[config.mk]
export PLATFORM = sky130hd
export DESIGN_NAME = led_blink_and_chase_controller_unit
export DESIGN_NICKNAME = d
export VERILOG_FILES = /design/src/design/lbcc_pkg.sv /design/src/design/lbcc_out_skid.sv /design/src/design/led_blink_and_chase_controller_unit.sv
export SDC_FILE = /design/constraint.sdc
export NUM_CORES = 1
export LEC_CHECK = 0
export ABC_AREA = 1
export BUFFER_PORTS_ARGS = -buffer_cell sky130_fd_sc_hd__buf_4
export CORE_UTILIZATION = 24
export CTS_BUF_LIST = sky130_fd_sc_hd__clkbuf_4 sky130_fd_sc_hd__clkbuf_8 sky130_fd_sc_hd__clkbuf_16
export CTS_CLUSTER_SIZE = 28
export DETAILED_ROUTE_END_ITERATION = 7
export GPL_TIMING_DRIVEN = 0
export PLACE_DENSITY = 0.42
export SYNTH_ARGS = -nofsm -noshare
export SYNTH_HDL_FRONTEND = slang
export SYNTH_HIERARCHICAL = 1
export SYNTH_SLANG_ARGS = --single-unit
[constraint.sdc]
create_clock -name i_clk -period 2.25 [get_ports i_clk]
set_input_delay 0.45 -clock i_clk [delete_from_list [all_inputs] [get_ports i_clk]]
set_output_delay 0.45 -clock i_clk [all_outputs]
set_load 0.005 [all_outputs]
[src/design/lbcc_pkg.sv]
// Package for the LED blink and chase controller.
// Transfer payload types, command codes and fixed constants; no dependencies.
`default_nettype none

package lbcc_pkg;

    localparam int unsigned KIND_W     = 3;
    localparam int unsigned SEL_W      = 2;
    localparam int unsigned PERIOD_W   = 16;
    localparam int unsigned MASK_W     = 3;

    localparam logic [KIND_W-1:0] KIND_TICK        = 3'd0;
    localparam logic [KIND_W-1:0] KIND_ON          = 3'd1;
    localparam logic [KIND_W-1:0] KIND_OFF         = 3'd2;
    localparam logic [KIND_W-1:0] KIND_TOGGLE      = 3'd3;
    localparam logic [KIND_W-1:0] KIND_START_BLINK = 3'd4;
    localparam logic [KIND_W-1:0] KIND_STOP_BLINK  = 3'd5;
    localparam logic [KIND_W-1:0] KIND_START_CHASE = 3'd6;
    localparam logic [KIND_W-1:0] KIND_STOP_CHASE  = 3'd7;

    localparam logic [SEL_W-1:0] SEL_ALL = 2'd3;

    localparam logic [PERIOD_W-1:0] CHASE_PERIOD_RST = 16'd250;

    typedef struct packed {
        logic [KIND_W-1:0]   kind;
        logic [SEL_W-1:0]    led_select;
        logic [PERIOD_W-1:0] blink_half;
    } t_in_item;

    typedef struct packed {
        logic [MASK_W-1:0] lit_mask;
        logic              chase_active;
    } t_out_item;

endpackage

`default_nettype wire

[src/design/lbcc_out_skid.sv]
// Output register plus skid register for the result channel.
// Uses t_out_item from lbcc_pkg.
`default_nettype none

module lbcc_out_skid
    import lbcc_pkg::*;
(
    input  wire logic      i_clk,
    input  wire logic      i_rst_n,
    input  wire logic      i_push,
    input  wire t_out_item i_item,
    output logic           o_full,
    output logic           o_out_valid,
    input  wire logic      i_out_stall,
    output t_out_item      o_out_item
);

    logic      r_out_valid;
    logic      r_skid_valid;
    t_out_item r_out_item;
    t_out_item r_skid_item;
    logic      take;

    assign take        = r_out_valid && !i_out_stall;
    assign o_full      = r_skid_valid;
    assign o_out_valid = r_out_valid;
    assign o_out_item  = r_out_item;

    always_ff @(posedge i_clk) begin
        if (!i_rst_n) begin
            r_out_valid  <= 1'b0;
            r_skid_valid <= 1'b0;
        end else begin
            if (take) begin
                if (r_skid_valid) begin
                    r_skid_valid <= 1'b0;
                end else begin
                    r_out_valid <= i_push;
                end
            end else if (i_push) begin
                if (r_out_valid) begin
                    r_skid_valid <= 1'b1;
                end else begin
                    r_out_valid <= 1'b1;
                end
            end
        end
    end

    always_ff @(posedge i_clk) begin
        if (take) begin
            if (r_skid_valid) begin
                r_out_item <= r_skid_item;
            end else if (i_push) begin
                r_out_item <= i_item;
            end
        end else if (i_push) begin
            if (r_out_valid) begin
                r_skid_item <= i_item;
            end else begin
                r_out_item <= i_item;
            end
        end
    end

    a_skid_implies_out: assert property (@(posedge i_clk) disable iff (!i_rst_n)
        r_skid_valid |-> r_out_valid)
        else $error("skid holds a result while output register is empty");

    a_skid_drains: assert property (@(posedge i_clk) disable iff (!i_rst_n)
        (r_skid_valid && !i_out_stall) |=> (r_out_valid && !r_skid_valid))
        else $error("skid result not moved to output register");

    a_skid_fills: assert property (@(posedge i_clk) disable iff (!i_rst_n)
        (i_push && r_out_valid && i_out_stall) |=> r_skid_valid)
        else $error("result pushed into stalled output was lost");

endmodule

`default_nettype wire

[src/design/led_blink_and_chase_controller_unit.sv]
// Top level of the LED blink and chase controller.
// Depends on lbcc_pkg and lbcc_out_skid.
//
// One command per transfer: tick, on, off, toggle, start/stop blink, start/stop
// chase. Every accepted command yields one result (lit mask and chase flag),
// registered in the output register or in the skid register. The input stalls
// only while both the output register and the skid register hold results; when
// it does not stall, the sustained rate is one item per cycle.
// chase_period is written through i_cfg_we/i_cfg_wdata and resets to 250.
`default_nettype none

module led_blink_and_chase_controller_unit
    import lbcc_pkg::*;
#(
    parameter int unsigned LED_COUNT   = 3,
    parameter int unsigned COUNT_WIDTH = 16
) (
    input  wire logic                i_clk,
    input  wire logic                i_rst_n,
    input  wire logic                i_cfg_we,
    input  wire logic [PERIOD_W-1:0] i_cfg_wdata,
    input  wire logic                i_in_valid,
    output logic                     o_in_stall,
    input  wire t_in_item            i_in_item,
    output logic                     o_out_valid,
    input  wire logic                i_out_stall,
    output t_out_item                o_out_item
);

    localparam int unsigned IDX_W = $clog2(LED_COUNT);
    localparam int unsigned CW    = COUNT_WIDTH;
    localparam logic [IDX_W-1:0] IDX_TOP = IDX_W'(LED_COUNT - 1);
    localparam logic [31:0] CHASE_RST_EXT = 32'(CHASE_PERIOD_RST);
    localparam logic [CW-1:0] CHASE_CNT_RST = CHASE_RST_EXT[CW-1:0];

    logic [PERIOD_W-1:0]  r_chase_period;
    logic [LED_COUNT-1:0] r_lit, n_lit;
    logic [LED_COUNT-1:0] r_blink_en, n_blink_en;
    logic [CW-1:0]        r_blink_reload [LED_COUNT];
    logic [CW-1:0]        n_blink_reload [LED_COUNT];
    logic [CW-1:0]        r_blink_count  [LED_COUNT];
    logic [CW-1:0]        n_blink_count  [LED_COUNT];
    logic                 r_chase_en, n_chase_en;
    logic [CW-1:0]        r_chase_count, n_chase_count;
    logic [IDX_W-1:0]     r_chase_idx, n_chase_idx;

    logic                 accept;
    logic                 sel_valid;
    logic [LED_COUNT-1:0] sel_mask;
    logic [LED_COUNT-1:0] sel_one;
    logic [31:0]          blink_ext;
    logic [31:0]          chase_ext;
    logic [CW-1:0]        blink_per;
    logic [CW-1:0]        chase_per;
    logic [MASK_W-1:0]    lit_out;
    t_out_item            result;
    logic                 full;

    assign accept     = i_in_valid && !o_in_stall;
    assign o_in_stall = full;

    assign blink_ext = 32'(i_in_item.blink_half);
    assign chase_ext = 32'(r_chase_period);
    assign blink_per = blink_ext[CW-1:0];
    assign chase_per = chase_ext[CW-1:0];
    assign sel_valid = 32'(i_in_item.led_select) < LED_COUNT;

    always_comb begin
        for (int i = 0; i < LED_COUNT; i++) begin
            sel_one[i]  = 32'(i_in_item.led_select) == i;
            sel_mask[i] = (i_in_item.led_select == SEL_ALL) || sel_one[i];
        end
    end

    always_comb begin
        n_lit         = r_lit;
        n_blink_en    = r_blink_en;
        n_chase_en    = r_chase_en;
        n_chase_count = r_chase_count;
        n_chase_idx   = r_chase_idx;
        for (int i = 0; i < LED_COUNT; i++) begin
            n_blink_reload[i] = r_blink_reload[i];
            n_blink_count[i]  = r_blink_count[i];
        end
        unique case (i_in_item.kind)
            KIND_TICK: begin
                if (r_chase_en) begin
                    if (r_chase_count != '0) begin
                        n_chase_count = r_chase_count - CW'(1);
                    end else begin
                        n_chase_count = chase_per;
                        n_lit[r_chase_idx] = ~r_lit[r_chase_idx];
                        n_chase_idx = (r_chase_idx == '0) ? IDX_TOP
                                                          : r_chase_idx - IDX_W'(1);
                    end
                end
                for (int i = 0; i < LED_COUNT; i++) begin
                    if (r_blink_en[i]) begin
                        if (r_blink_count[i] != '0) begin
                            n_blink_count[i] = r_blink_count[i] - CW'(1);
                        end else begin
                            n_blink_count[i] = r_blink_reload[i];
                            n_lit[i] = ~n_lit[i];
                        end
                    end
                end
            end
            KIND_ON: begin
                n_lit = r_lit | sel_mask;
            end
            KIND_OFF: begin
                n_lit = r_lit & ~sel_mask;
            end
            KIND_TOGGLE: begin
                n_lit = r_lit ^ sel_mask;
            end
            KIND_START_BLINK: begin
                for (int i = 0; i < LED_COUNT; i++) begin
                    if (sel_valid && sel_one[i]) begin
                        n_blink_en[i]     = 1'b1;
                        n_blink_reload[i] = blink_per;
                        n_blink_count[i]  = blink_per;
                    end
                end
            end
            KIND_STOP_BLINK: begin
                for (int i = 0; i < LED_COUNT; i++) begin
                    if (sel_valid && sel_one[i]) begin
                        n_blink_en[i]     = 1'b0;
                        n_blink_reload[i] = '0;
                    end
                end
            end
            KIND_START_CHASE: begin
                n_lit      = '0;
                n_blink_en = '0;
                for (int i = 0; i < LED_COUNT; i++) begin
                    n_blink_reload[i] = '0;
                end
                n_chase_idx   = IDX_TOP;
                n_chase_count = chase_per;
                n_chase_en    = 1'b1;
            end
            KIND_STOP_CHASE: begin
                n_chase_en = 1'b0;
                n_lit      = '0;
            end
        endcase
    end

    always_comb begin
        lit_out                = '0;
        lit_out[LED_COUNT-1:0] = n_lit;
        result.lit_mask        = lit_out;
        result.chase_active    = n_chase_en;
    end

    always_ff @(posedge i_clk) begin
        if (!i_rst_n) begin
            r_chase_period <= CHASE_PERIOD_RST;
        end else if (i_cfg_we) begin
            r_chase_period <= i_cfg_wdata;
        end
    end

    always_ff @(posedge i_clk) begin
        if (!i_rst_n) begin
            r_lit         <= '0;
            r_blink_en    <= '0;
            r_chase_en    <= 1'b0;
            r_chase_count <= CHASE_CNT_RST;
            r_chase_idx   <= IDX_TOP;
            for (int i = 0; i < LED_COUNT; i++) begin
                r_blink_reload[i] <= '0;
                r_blink_count[i]  <= '0;
            end
        end else if (accept) begin
            r_lit         <= n_lit;
            r_blink_en    <= n_blink_en;
            r_chase_en    <= n_chase_en;
            r_chase_count <= n_chase_count;
            r_chase_idx   <= n_chase_idx;
            for (int i = 0; i < LED_COUNT; i++) begin
                r_blink_reload[i] <= n_blink_reload[i];
                r_blink_count[i]  <= n_blink_count[i];
            end
        end
    end

    lbcc_out_skid u_out_skid (
        .i_clk       (i_clk),
        .i_rst_n     (i_rst_n),
        .i_push      (accept),
        .i_item      (result),
        .o_full      (full),
        .o_out_valid (o_out_valid),
        .i_out_stall (i_out_stall),
        .o_out_item  (o_out_item)
    );

    a_chase_idx_range: assert property (@(posedge i_clk) disable iff (!i_rst_n)
        32'(r_chase_idx) < LED_COUNT)
        else $error("chase index beyond last LED");

    a_start_chase: assert property (@(posedge i_clk) disable iff (!i_rst_n)
        (accept && i_in_item.kind == KIND_START_CHASE)
        |=> (r_chase_en && r_lit == '0 && r_blink_en == '0 && r_chase_idx == IDX_TOP))
        else $error("start chase did not reset LEDs and blink");

    a_stop_chase: assert property (@(posedge i_clk) disable iff (!i_rst_n)
        (accept && i_in_item.kind == KIND_STOP_CHASE) |=> (!r_chase_en && r_lit == '0))
        else $error("stop chase left chase enabled or LEDs lit");

endmodule

`default_nettype wire

== Word level (Yosys, flattened, before mapping) ==
Memory sizes are Yosys's and may differ from the RTL's.
Cells that the tools add are included.

* Add/sub/neg operators: 5
* $lt $le $gt $ge: 3
* Equality and inequality tests: 20
* Multiplexer cells: 65
* Bitwise operators: 16
* Reduce and logical (&&, ||, !) cells: 33

{| class="wikitable"
|+ Operator list
! cell !! number
|-
| 2-to-1 mux 16 bit || 23
|-
| one-hot mux 48 bit (3 select lines) || 1
|-
| one-hot mux 48 bit (2 select lines) || 1
|-
| nonzero test 16 bit || 4
|-
| subtractor 16 x 1 -> 16 bit (second input constant) || 4
|-
| one-hot mux 16 bit (2 select lines) || 1
|-
| 2-to-1 mux 1 bit || 21
|-
| 2-to-1 mux 4 bit || 5
|-
| != test 2 bit (second input constant) || 10
|-
| AND reduction 4 bit || 4
|-
| one-hot mux 3 bit (5 select lines) || 1
|-
| equality test 3 bit (second input constant) || 4
|-
| 2-to-1 mux 3 bit || 3
|-
| one-hot mux 3 bit (3 select lines) || 1
|-
| AND reduction 3 bit || 3
|-
| equality test 3 x 2 -> 1 bit (second input constant) || 2
|-
| logical AND 1 bit || 6
|-
| 2-to-1 mux 2 bit || 3
|-
| NOT 1 bit || 6
|-
| bitwise OR 1 bit || 6
|-
| nonzero test 2 bit || 3
|-
| equality test 2 bit (second input constant) || 2
|-
| zero test 2 bit || 2
|-
| one-hot mux 2 bit (2 select lines) || 1
|-
| 20 further kinds || 25
|}

* Register bits: 51
* Bits in writable memories: 96
* Input bits: 42
* Output and inout port bits: 6
* Logic and storage cells: 158
* Memories kept: 2

{| class="wikitable"
|+ Memories
! name !! words !! bits a word !! rd ports !! clocked after memory_dff !! write ports !! RTL line !! text
|-
| r_blink_count || 3 || 16 || 3 || 0 || 3 || led_blink_and_chase_controller_unit.sv:41 || <nowiki>logic [CW-1:0] r_blink_count [LED_COUNT];</nowiki>
|-
| r_blink_reload || 3 || 16 || 3 || 0 || 3 || led_blink_and_chase_controller_unit.sv:39 || <nowiki>logic [CW-1:0] r_blink_reload [LED_COUNT];</nowiki>
|}

== Depth between registers and ports, before layout ==
* Word-level depth: 15
* Depth in mapped cells: 15
* Mapped depth without buffers: 15

== Modules after synthesis ==
Netlist, hierarchy kept.

{| class="wikitable"
|+ By module, submodules not included
! module !! instances !! cells each !! area an instance (µm²)
|-
| led_blink_and_chase_controller_unit || 1 || 881 || 7503.4
|-
| lbcc_out_skid || 1 || 39 || 406.6
|}

== Worst setup path after synthesis ==
Ideal clock, no wire load.

* Path type: in2reg
* From: in i_in_item[18] (netlist bit)
* To: mem r_blink_count[0][0] (netlist bit), enable pin
* Arrival time: 1.974 ns
* Data required time: 1.839 ns
* Setup slack: -0.135 ns
* Stages on the path: 5
* Buffers on the path: 1
* Cell sequence: nor2_2 nand2_1 buf_2 o21ai_0 o21ai_0

{| class="wikitable"
|+ RTL lines
! what !! RTL line !! text
|-
| from (decl) || led_blink_and_chase_controller_unit.sv:24 || <nowiki>input wire t_in_item i_in_item,</nowiki>
|-
| to (decl) || led_blink_and_chase_controller_unit.sv:41 ||
|}

==> results.md <==
Synthesis:
- In the post-synthesis netlist, the cell with the most instances is sky130_fd_sc_hd__nand2_1.
- The synthesized netlist occupies a cell area of 7910 sq um.
- The number of distinct library cell variants in the gate-level netlist after synthesis is 44.
- In this run, synthesis inferred 104 flip-flops with an integrated enable.
- After synthesis, the cell types taking the most area are sky130_fd_sc_hd__edfxtp_1, sky130_fd_sc_hd__dfxtp_1, sky130_fd_sc_hd__nand2_1.
- The top cell type by total area after synthesis is sky130_fd_sc_hd__edfxtp_1.
- The leading register cell type out of synthesis is sky130_fd_sc_hd__edfxtp_1.
- A synthesized cell averages 8.60 sq um.
- The share of synthesized area in the top cell type comes to 0.395.
- The proportion of synthesized chip area in sequential cells is 0.504.
- Of all flip-flops after synthesis, the portion carrying an async set or reset was 0.
- The cell count after synthesis is 920.
- Yosys printed 6 warnings.
- In the synthesized netlist, the cells that appear most often are sky130_fd_sc_hd__nand2_1, sky130_fd_sc_hd__nor2_1, sky130_fd_sc_hd__edfxtp_1, sky130_fd_sc_hd__inv_1, sky130_fd_sc_hd__a21oi_1.
- The synthesized netlist net count is 981.
- The post-synthesis sequential element count is 147.

Route:
- The total number of vias is 6,494.
- Dividing the detail-routed wire length by the instance count gives 15.8 microns.
- In the routed design, unresolved DRC markers number 0.
- After detailed routing, the number of vias per cell comes to 4.47.
- The detailed-route wire length is 22,900 microns.
- The pre-antenna-repair detailed-routing pass consisted of 5 iterations.
- The remaining antenna violation count after routing is 0.
- The number of design-rule violations left by the first detailed-router iteration is 449.

Cells and area:
- The final instance area is 9650 sq um.
- Relative to the synthesized area, the layout overhead comes to 22.1%.
- The share of cells above drive strength 1 is 0.156.
- The post-layout utilization of the core is 0.297.
- The final antenna diode count is 0.
- The number of nets in the layout is 1,058.

Floorplan:
- The chip width is 184 microns.
- The number of rows in the core area is 66.
- The core region is 32,500 sq um.
- The height of the die is 184 microns.
- The number of primary I/O pins is 48.
- The starting utilization of the core area is 0.244.
- The die covers 33,700 sq um.

Power and ir drop:
- IR analysis of the VDD net gives a maximum drop of 516 uV.
- The areal power density over the cells is 761 nW/um^2.
- The static leakage is 0.00397 uW.

Placement:
- The half-perimeter wire length after detailed placement is 17,100 microns.
- After detailed placement, the total cell area comes to 8840 sq um.
- At the end of routability-driven placement, the weighted congestion stood at 0.811.
- The count of buffers from port buffering is 47.

Critical path:
- STA classifies the critical path startpoint as a flop.
- The number of buffers and inverters on the critical path is 5.
- The delay of the slowest critical-path stage is 0.43 ns.
- The worst path arrival time is 2.37 ns.
- The cell type of the slowest stage on the worst timing path is sky130_fd_sc_hd__dfxtp_1.
- The largest fanout of any net on the critical path is 16.
- The category of the most critical setup path is flop to flop.
- The critical path data required time is 2.44 ns.
- Grouping stages by cell kind, the critical path spends the most delay in buffers and inverters.
- The worst setup path is captured at a flop.
- The critical path goes through nor2_4 -> inv_1 -> nor2_4 -> inv_2 -> buf_2 -> o311ai_1 -> inv_2 -> buf_12.

Timing:
- Timing would allow up to 461 MHz.
- The post-route clock skew is 0.00965 ns.
- The aggregate negative setup slack is 0 ns.
- The final period utilization is 0.965.
- The final hold violation count is 0.
- Setup violations remaining at the end of the flow were counted as 0.
- The transition at the pin with the smallest max-transition slack is 0.715 ns.
- On the final layout, the worst hold slack is 0.213 ns.
- The final max-slew violation count came to 0.
- The routed design could run at a clock period as short as 2.17 ns.
- The normalized max-slew margin is 0.523.
- Setup repair after global routing could not meet its margin everywhere.

CTS:
- The post-cts hold buffer count is 0.
- The worst-case clock buffer depth is 2.
- CTS placed an instance of sky130_fd_sc_hd__clkbuf_16 at the clock tree root.
- Clock tree synthesis found a total of 147 sinks.
- The TritonCTS clock tree is built.
- The CTS buffer count is 17.
- Clock-pin slew was measured on the worst setup and hold paths at 0.07 ns.
- The number of levels in the clock H-tree is 4.
- The clock reaches the later pin of the worst-skew pair after 0.44 ns.

GRT:
- The via count of the first global-routing pass is 6,337.
- Entering global routing, the biggest net connects 17 pins.
- The number of antenna violations at the first check in global routing is 0.
- In the global route stage, overall resource usage came out at 0.141.
- The first global-routing pass estimated 35,900 microns of wire.
- The final global-route overflow total is 0.

Run:
- The max-capacitance violation count is 0.

Min path:
- The type of the most critical hold path is input pin to flop.

Outcome:
- The flow ran to the end, and the final reports show no timing, DRC or antenna violations.
## repair_timing
| action | in CTS | in global routing |
|---|---|---|
| pin swaps | 2 | 3 |
| setup buffers | 6 | 4 |
| resized for setup | 8 | 16 |
| endpoints found under the setup margin | 129 | 116 |
## tightest hold or removal path, delay by kind of cell
kind	cells	cell delay (ns)
AND/OR/NAND/NOR	1	0.04
buffers and inverters	2	0.13
## cell type report
cell class | instances | area [sq um]
Clock buffer | 18 | 433
Fill cell | 3478 | 22800
Tap cell | 442 | 553
Buffer | 31 | 164
Multi-Input combinational cell | 642 | 3460
Inverter | 100 | 375
Timing Repair Buffer | 58 | 480
Sequential cell | 147 | 3980
Clock inverter | 14 | 201
## registers in the layout (all words and copies together) (netlist names)
register	flops
chase_per	16
r_blink_count	48
r_blink_en	3
r_blink_reload	48
r_chase_count	16
r_chase_en	1
r_chase_idx	2
r_lit	3
u_out_skid/o_full	1
u_out_skid/o_out_item	4
u_out_skid/o_out_valid	1
u_out_skid/r_skid_item	4
## final timing paths
check | start | endpoint | slack, ns | cells after the start
max | u_out_skid/o_full$_SDFFE_PP0P_ | r_blink_count[0][33]$_SDFFCE_PN0P_ | 0.08 | 8
min | i_rst_n | u_out_skid/o_out_valid$_SDFFE_PN0P_ | 0.21 | 3
max reg2reg | u_out_skid/o_full$_SDFFE_PP0P_ | r_blink_count[0][33]$_SDFFCE_PN0P_ | 0.08 | 8
min reg2reg | chase_per[5]$_SDFFE_PN1P_ | chase_per[5]$_SDFFE_PN1P_ | 0.46 | 2
## cell families (layout without fill, tap and decap cells)
logic type,Yosys count,after routing,share of synthesized area
fa+ha+maj,19,19,0.0301
compound gates,186,186,0.141
flops,147,147,0.504
buf+inv,131,221,0.0674
xor+xnor,26,26,0.0288
simple gates,411,411,0.229
## report_power, final
| part | internal [uW] | switching, uW |
|---|---|---|
| logic | 356 | 596 |
| registers | 3120 | 117 |
| clock network | 1890 | 1270 |
| total | 5370 | 1980 |
## placed cells by master, fill, tap and decap left out, drive strengths merged, types with 4 or more instances in the layout
master | Yosys | routed
o21ai | 47 | 47
bufinv | 0 | 4
or2 | 7 | 7
xnor2 | 11 | 11
o211ai | 50 | 50
xor2 | 15 | 15
buf | 19 | 77
clkbuf | 12 | 30
ha | 19 | 19
inv | 99 | 103
nand4 | 19 | 19
a21oi | 77 | 77
clkinvlp | 0 | 4
nor3 | 11 | 11
nand2 | 188 | 188
dfxtp | 43 | 43
edfxtp | 104 | 104
nor2 | 127 | 127
nand3 | 55 | 55
## per-stage QoR
| step | power [uW] | std cells | worst slack, ns |
|---|---|---|---|
| 2_1_floorplan | 3870 | 920 | 0.0439 |
| 3_3_place_gp | 4200 | 1409 | -0.807 |
| 3_5_place_dp | 4200 | 1410 | -0.716 |
| 4_1_cts | 7400 | 1448 | 0.00506 |
| 5_1_grt | 7660 | 1452 | -0.0310 |
| 6_report | 7350 | 1452 | 0.0793 |
## metal layers
metal | GRT usage | routed length (microns)
met3 | 0.0267 | 656
met2 | 0.227 | 10700
met4 | 0.0390 | 296
met5 | 0 | 0
met1 | 0.191 | 11200
(Power assumes the default switching activity.)
